## src/hw/rtl/lpd_pkg.sv

```systemverilog
package lpd_pkg;

   typedef logic [7:0] mode_type;
   typedef logic [7:0] level_type;
   typedef logic [7:0] phase_type;

   // pattern codes held in the mode registers
   localparam mode_type MODE_OFF      = 8'd0;
   localparam mode_type MODE_BLIP     = 8'd1;
   localparam mode_type MODE_SLOW     = 8'd2;
   localparam mode_type MODE_FAST     = 8'd3;
   localparam mode_type MODE_PWM      = 8'd4;
   localparam mode_type MODE_ON       = 8'd5;
   localparam mode_type MODE_RAMPUP   = 8'd6;
   localparam mode_type MODE_RAMPDOWN = 8'd7;
   localparam mode_type MODE_SINE     = 8'd8;

   // register map
   localparam int CSR_INDEX_W   = 4;
   localparam int REG_MODE0     = 0;
   localparam int REG_LEVEL0    = 4;
   localparam int NUM_CSR_CHANS = 4;

   // phase windows
   localparam phase_type BLIP_END   = 8'd3;
   localparam phase_type HALF_PHASE = 8'd128;
   localparam phase_type FAST_END0  = 8'd43;
   localparam phase_type FAST_BEG1  = 8'd85;
   localparam phase_type FAST_BEG2  = 8'd171;
   localparam phase_type FAST_END2  = 8'd214;

   // phase / 11 as (phase * 373) >> 12, exact for all 8-bit phases
   localparam int        RAMP_PROD_W = 17;
   localparam logic [RAMP_PROD_W-1:0] RAMP_RECIP = 17'd373;
   localparam int        RAMP_SHIFT  = 12;

   localparam int NUM_PINS = 4;

   localparam logic [4:0] SINE_LUT [64] = '{
      5'd12, 5'd13, 5'd14, 5'd15, 5'd16, 5'd17, 5'd18, 5'd19,
      5'd20, 5'd20, 5'd21, 5'd22, 5'd22, 5'd23, 5'd23, 5'd23,
      5'd23, 5'd23, 5'd23, 5'd22, 5'd22, 5'd21, 5'd21, 5'd20,
      5'd19, 5'd18, 5'd17, 5'd16, 5'd15, 5'd14, 5'd13, 5'd12,
      5'd11, 5'd10, 5'd9,  5'd8,  5'd7,  5'd6,  5'd5,  5'd4,
      5'd3,  5'd2,  5'd2,  5'd1,  5'd1,  5'd0,  5'd0,  5'd0,
      5'd0,  5'd0,  5'd0,  5'd1,  5'd1,  5'd2,  5'd3,  5'd3,
      5'd4,  5'd5,  5'd6,  5'd7,  5'd8,  5'd9,  5'd10, 5'd12
   };

endpackage

```

## src/hw/rtl/led_pattern_pwm_driver.sv

```systemverilog
// Channel  Ports                                   Direction
// req      req_valid req_ready req_tick            in
// rsp      rsp_valid rsp_ready rsp_pin0..3 rsp_phase out
// csr      csr_valid csr_ready csr_index csr_data  in (always ready)
//
// One request per cycle while the response register is free: levels, pin compares and
// counter advance are one pass of logic from the state registers into the response register.
// Reset (synchronous) clears counters, levels, mode and level registers.
// A request is taken whenever the response register is empty or being drained,
// so a stalled response only holds off requests while it is still pending.
module led_pattern_pwm_driver
   import lpd_pkg::*;
#(
   parameter int NUM_CHANNELS = 4,
   parameter int PWM_STEPS    = 24
) (
   input  logic                   clock,
   input  logic                   reset,

   input  logic                   req_valid,
   output logic                   req_ready,
   input  logic                   req_tick,

   output logic                   rsp_valid,
   input  logic                   rsp_ready,
   output logic                   rsp_pin0,
   output logic                   rsp_pin1,
   output logic                   rsp_pin2,
   output logic                   rsp_pin3,
   output logic [7:0]             rsp_phase,

   input  logic                   csr_valid,
   output logic                   csr_ready,
   input  logic [CSR_INDEX_W-1:0] csr_index,
   input  logic [7:0]             csr_data
);

   // only the first four channels have registers and pins
   localparam int ACT_CH  = (NUM_CHANNELS > NUM_CSR_CHANS) ? NUM_CSR_CHANS : NUM_CHANNELS;
   localparam int CNT_W   = $clog2(PWM_STEPS);
   localparam level_type FULL_LEVEL = 8'(PWM_STEPS);
   localparam logic [CNT_W:0] CNT_WRAP = (CNT_W+1)'(PWM_STEPS);

   mode_type   chan_mode_ff  [ACT_CH];
   level_type  chan_lvreg_ff [ACT_CH];
   level_type  chan_level_ff [ACT_CH];
   level_type  chan_level_in [ACT_CH];

   logic [CNT_W-1:0] pwm_count_ff, pwm_count_in;
   logic             half_div_ff, half_div_in;
   phase_type        phase_ff, phase_in;

   logic             rsp_valid_ff, rsp_valid_in;
   logic [NUM_PINS-1:0] pins_ff, pins_in;
   phase_type        rsp_phase_ff;

   logic             req_accept;
   logic             fast_on;
   logic [RAMP_PROD_W-1:0] ramp_prod;
   level_type        ramp_q;
   level_type        sine_val;
   logic [CNT_W:0]   cnt_inc;

   assign req_ready  = !rsp_valid_ff || rsp_ready;
   assign req_accept = req_valid && req_ready;
   assign csr_ready  = 1'b1;

   // phase-derived values shared by all channels
   always_comb begin
      fast_on = (phase_ff < FAST_END0)
             || (phase_ff >= FAST_BEG1 && phase_ff < HALF_PHASE)
             || (phase_ff >= FAST_BEG2 && phase_ff < FAST_END2);
      ramp_prod = RAMP_PROD_W'(phase_ff) * RAMP_RECIP;
      ramp_q    = 8'(ramp_prod >> RAMP_SHIFT);
      sine_val  = {3'b000, SINE_LUT[phase_ff[7:2]]};
   end

   // per-channel level; unknown modes hold the previous level
   always_comb begin
      for (int c = 0; c < ACT_CH; c++) begin
         chan_level_in[c] = chan_level_ff[c];
         unique case (chan_mode_ff[c])
            MODE_OFF:      chan_level_in[c] = '0;
            MODE_BLIP:     chan_level_in[c] = (phase_ff < BLIP_END) ? FULL_LEVEL : '0;
            MODE_SLOW:     chan_level_in[c] = (phase_ff < HALF_PHASE) ? FULL_LEVEL : '0;
            MODE_FAST:     chan_level_in[c] = fast_on ? FULL_LEVEL : '0;
            MODE_PWM:      chan_level_in[c] = chan_lvreg_ff[c];
            MODE_ON:       chan_level_in[c] = FULL_LEVEL;
            MODE_RAMPUP:   chan_level_in[c] = ramp_q;
            MODE_RAMPDOWN: chan_level_in[c] = FULL_LEVEL - ramp_q;
            MODE_SINE:     chan_level_in[c] = sine_val;
            default:       chan_level_in[c] = chan_level_ff[c];
         endcase
      end
   end

   // pin is high while the PWM count has reached the fresh level
   always_comb begin
      pins_in = '0;
      for (int c = 0; c < ACT_CH; c++) begin
         pins_in[c] = (8'(pwm_count_ff) >= chan_level_in[c]);
      end
   end

   // counter chain: PWM count wraps, divide by two, then phase advances
   always_comb begin
      cnt_inc      = {1'b0, pwm_count_ff} + 1'b1;
      pwm_count_in = pwm_count_ff;
      half_div_in  = half_div_ff;
      phase_in     = phase_ff;
      if (req_tick) begin
         if (cnt_inc >= CNT_WRAP) begin
            pwm_count_in = '0;
            half_div_in  = !half_div_ff;
            if (half_div_ff) begin
               phase_in = phase_ff + 8'd1;
            end
         end else begin
            pwm_count_in = cnt_inc[CNT_W-1:0];
         end
      end
   end

   always_comb begin
      rsp_valid_in = rsp_valid_ff;
      if (req_accept) begin
         rsp_valid_in = 1'b1;
      end else if (rsp_ready) begin
         rsp_valid_in = 1'b0;
      end
   end

   // control and state
   always_ff @(posedge clock) begin
      if (reset) begin
         rsp_valid_ff <= 1'b0;
         pwm_count_ff <= '0;
         half_div_ff  <= 1'b0;
         phase_ff     <= '0;
         for (int c = 0; c < ACT_CH; c++) begin
            chan_level_ff[c] <= '0;
         end
      end else begin
         rsp_valid_ff <= rsp_valid_in;
         if (req_accept) begin
            pwm_count_ff <= pwm_count_in;
            half_div_ff  <= half_div_in;
            phase_ff     <= phase_in;
            for (int c = 0; c < ACT_CH; c++) begin
               chan_level_ff[c] <= chan_level_in[c];
            end
         end
      end
   end

   // configuration registers; writes beyond the map are dropped
   always_ff @(posedge clock) begin
      if (reset) begin
         for (int c = 0; c < ACT_CH; c++) begin
            chan_mode_ff[c]  <= MODE_OFF;
            chan_lvreg_ff[c] <= '0;
         end
      end else if (csr_valid) begin
         for (int c = 0; c < ACT_CH; c++) begin
            if (csr_index == CSR_INDEX_W'(REG_MODE0 + c)) begin
               chan_mode_ff[c] <= csr_data;
            end
            if (csr_index == CSR_INDEX_W'(REG_LEVEL0 + c)) begin
               chan_lvreg_ff[c] <= csr_data;
            end
         end
      end
   end

   // response payload, loaded with each request
   always_ff @(posedge clock) begin
      if (req_accept) begin
         pins_ff      <= pins_in;
         rsp_phase_ff <= phase_ff;
      end
   end

   assign rsp_valid = rsp_valid_ff;
   assign rsp_pin0  = pins_ff[0];
   assign rsp_pin1  = pins_ff[1];
   assign rsp_pin2  = pins_ff[2];
   assign rsp_pin3  = pins_ff[3];
   assign rsp_phase = rsp_phase_ff;

endmodule
```

## config.mk

```make
export PLATFORM = sky130hd
export DESIGN_NAME = led_pattern_pwm_driver
export DESIGN_NICKNAME = d
export VERILOG_FILES = /design/src/hw/rtl/lpd_pkg.sv /design/src/hw/rtl/led_pattern_pwm_driver.sv
export SDC_FILE = /design/constraint.sdc
export NUM_CORES = 1
export LEC_CHECK = 0
export BUFFER_PORTS_ARGS = -buffer_cell sky130_fd_sc_hd__buf_2
export CAP_MARGIN = 20
export CORE_ASPECT_RATIO = 0.7
export CORE_MARGIN = 3
export CORE_UTILIZATION = 46
export CTS_BUF_LIST = sky130_fd_sc_hd__clkbuf_8
export CTS_CLUSTER_DIAMETER = 50
export CTS_CLUSTER_SIZE = 28
export DETAILED_ROUTE_END_ITERATION = 7
export PLACE_DENSITY = 0.75
export SLEW_MARGIN = 25
export SYNTH_ARGS = -nofsm -noshare
export SYNTH_HDL_FRONTEND = slang
export SYNTH_SLANG_ARGS = --single-unit
```

## constraint.sdc

```tcl
create_clock -name clock -period 6.5 [get_ports clock]
set_clock_uncertainty 0.2 [all_clocks]
set_input_delay 0.65 -clock clock [delete_from_list [all_inputs] [get_ports clock]]
set_output_delay 0.65 -clock clock [all_outputs]
set_load 0.05 [all_outputs]
```

==> impl_results.md <==
* Final Slew Violations at 0
* Tmin final at 6.06 ns
* Root buffer cell: clkbuf_8
* Pin count of the biggest net entering global routing at 33
* FMAX at 0.165 GHz
* Post-placement worst setup slack at 0.274 ns
* Die width at 168 um
* PD cells at 193 nW/um2
* Grt ovf at 0
* TritonCTS buffer count at 17
* CP Cell Sequence: inv_1 > ha_1 > ha_1 > inv_1 > fa_1 > inv_1 > fa_1 > ha_1 > and4_1 > a221o_1 > a221oi_4 > xnor2_4 > o21ai_0 > xnor2_1 > a221oi_2 > ha_1 > nor2b_1 > o21ai_0 > nand2b_1 > a21oi_1 > nor3_1
* Crit path largest cell delay at 0.53 ns
* Initial Utilization at 48.0%
* Core area at 17600 um2
* Clock insertion delay at the later pin of the skew report at 0.47 ns
* Fraction of layout cells with a size suffix above 1 at 12.2%
* Setup CP Type: flip-flop to flip-flop
* CTS HTree Levels at 4
* CP max-delay cell: fa_1
* Status: finished, final reports clean
* Syn Area/Cell at 10.2 um2
* CTS tree: built
* Global-route wire length before repair at 34000 um
* GRT Util Overall at 21.9%
* Crit path buf inv count at 3
* Synthesized flop and latch total at 123
* Worst slew margin at 26.1%
* Post-synth EDFFs at 108
* I/O Pins at 33
* RSZ-0062 raised after global routing: false
* Initial DRC count at 686
* Setup TNS at 0 ns
* Worst-Margin Slew at 1.09 ns
* Post-cts hold buffer count at 0
* Via count at 6568
* Die area at 20000 um2
* Seq/Total Area, Yosys at 42.0%
* Startpoint Class: flip-flop
* Std-Cell Rows at 40
* Top FF cell, synth: edfxtp_1
* Reg2Reg Setup Slack at 0.44 ns
* Clock buffer depth at 2
* Clk pin slew, worst setup/hold paths at 0.09 ns
* DRT Pass-1 Iters at 6
* Synth warn at 0
* Endpoints failing setup at 0
* Number of post-CTS setup repair buffers at 0
* Most frequent cell on the critical path: ha_1
* Avg Vias per Cell at 5.92
* Net Count, Synth at 934
* Number of antenna violations at the first check in global routing at 0
* N_diodes at 0
* Detailed Place HPWL at 15900 um
* Critical Path End Type: flip-flop
* VDD IR max at 0.146 mV
* Final worst slack at 0.438 ns
* Max Cap Viol at 0
* Die Height at 119 um
* Cell area after synthesis at 8430 um2
* CTS sink cnt at 123
* Final hold viol count at 0
* Leak at 3.70 nW
* Hold Worst Slack at 0.246 ns
* Async SR Flop Fraction at 0%
* Most frequent cells in the layout: edfxtp_1 (108), and2_1 (72), ha_1 (71)
* Antenna-violating nets left at 0
* Worst Path Required at 6.51 ns
* Hold Path Class: primary input to flip-flop
* Top Family by Delay on Critical Path: adder cells
* Period utilization at 93.3%
* Post-DR wirelength/cell at 19.2 um
* Utilization after layout at 53.0%
* CP Data Arrival Time at 6.07 ns
* Gpl congestion at 0.949
* DRC at 0
* Area growth, synth to finish at 10.3%
* Port Buffer Count at 31
* Commonest non-fill, non-tap cell in the layout: edfxtp_1
* Final wirelength at 21300 um
* Synth cell types at 78
* Syn Inst Count at 828
* Vias in the first global route at 6075
* # nets final at 972
* CP Max Fanout at 14
-- cells in the mapped netlist, types with 4 or more instances --
library cell  count  area, um2
a22oi_1           6       45.0
o21bai_1          9       67.6
edfxtp_1        108       3240
a22o_1            4       35.0
or3_1             5       31.3
nor2b_1          10       62.6
a31oi_1           9       56.3
nor3_1           27        135
and3_1           10       62.6
or2_2             4       25.0
o21ai_0          48        240
nand2b_1         17        106
xor2_1            7       61.3
clkbuf_1         22       82.6
o211ai_1          9       67.6
nand2_1          57        214
a221oi_1          8       70.1
nand4_1           4       25.0
a21oi_1          44        220
nand3_1          17       85.1
inv_1            46        173
a21o_1            6       45.0
nor2_1           66        248
or4_1             4       30.0
dfxtp_1          15        300
o2111a_1          4       45.0
o31ai_1           4       30.0
xnor2_1          22        193
fa_1             17        340
ha_1             71        888
and2_1           72        450
-- stage by stage --
step | power [mW] | area [um2] | instances
2_1_floorplan | 1.05 | 8430 | 828
3_3_place_gp | 1.10 | 8880 | 1078
3_5_place_dp | 1.11 | 8880 | 1078
4_1_cts | 1.80 | 9290 | 1110
5_1_grt | 1.86 | 9300 | 1110
6_report | 1.80 | 9300 | 1110
-- state kept, by name, summed over array words and instances, names as in the netlist --
register	flops
chan_level_ff	32
chan_lvreg_ff	32
chan_mode_ff	32
phase_ff	8
rsp_phase	8
pwm_count_ff	5
pins_ff	4
half_div_ff	1
rsp_valid	1
-- area by class of cell --
type                    instances  area (um2)
fillers                      1570        8260
clock inverters                15         174
clock buffers                  17         234
multi-input cells             629        4600
inverters                      47         176
flip-flops and latches        123        3550
well taps                     231         289
repair buffers                 48         283
-- metal layers --
layer | wire length (um) | share of wire, % | GRT usage, % | up-vias
li1 | - | - | - | 3116
met2 | 8130 | 38 | 27.9 | 351
met1 | 10600 | 50 | 35.1 | 3076
met4 | 273 | 1.3 | 5.72 | 0
met3 | 2340 | 11 | 6.44 | 25
met5 | 0 | 0 | 0 | -
-- kinds of logic (layout without fill, tap and decap cells) --
kind of cell    count (synthesis)  in the layout  share of synthesized area (%)
compound gates                196            196                           16.4
buf+inv                        76            127                           3.58
mux                             4              4                          0.490
simple gates                  310            310                           19.7
xor+xnor                       30             30                           3.20
other cells                     1              1                         0.0445
flops                         123            123                           42.0
fa+ha+maj                      88             88                           14.6
-- worst paths after layout --
kind / startpoint / to / cells past startpoint
setup / recovery: phase_ff[2] / pins_ff[2] / 21
hold / removal: req_valid / rsp_valid / 3
setup reg to reg: phase_ff[2] / pins_ff[2] / 21
hold reg to reg: half_div_ff / half_div_ff / 2
-- report_power, final --
| group | switching, mW | internal (mW) |
|---|---|---|
| Sequential | 0.0347 | 0.906 |
| Clock | 0.379 | 0.323 |
| Combinational | 0.103 | 0.0508 |
| Total | 0.517 | 1.28 |
-- what timing repair did --
item	CTS	global route
setup endpoints to repair	0	4
resized for setup	0	3
hold endpoints to repair	0	0
-- worst register-to-register path, delay by kind of cell (launching register included) --
| kind | cells | cell delay, ns |
|---|---|---|
| and+or+nand+nor | 4 | 0.50 |
| xor gates and xnor gates | 2 | 0.50 |
| DFF | 1 | 0.47 |
| buffers and inverters | 3 | 0.20 |
| adders and majority gates | 6 | 2.27 |
| AOI/OAI and AO/OA | 6 | 1.69 |
(Power assumes the default switching activity.)
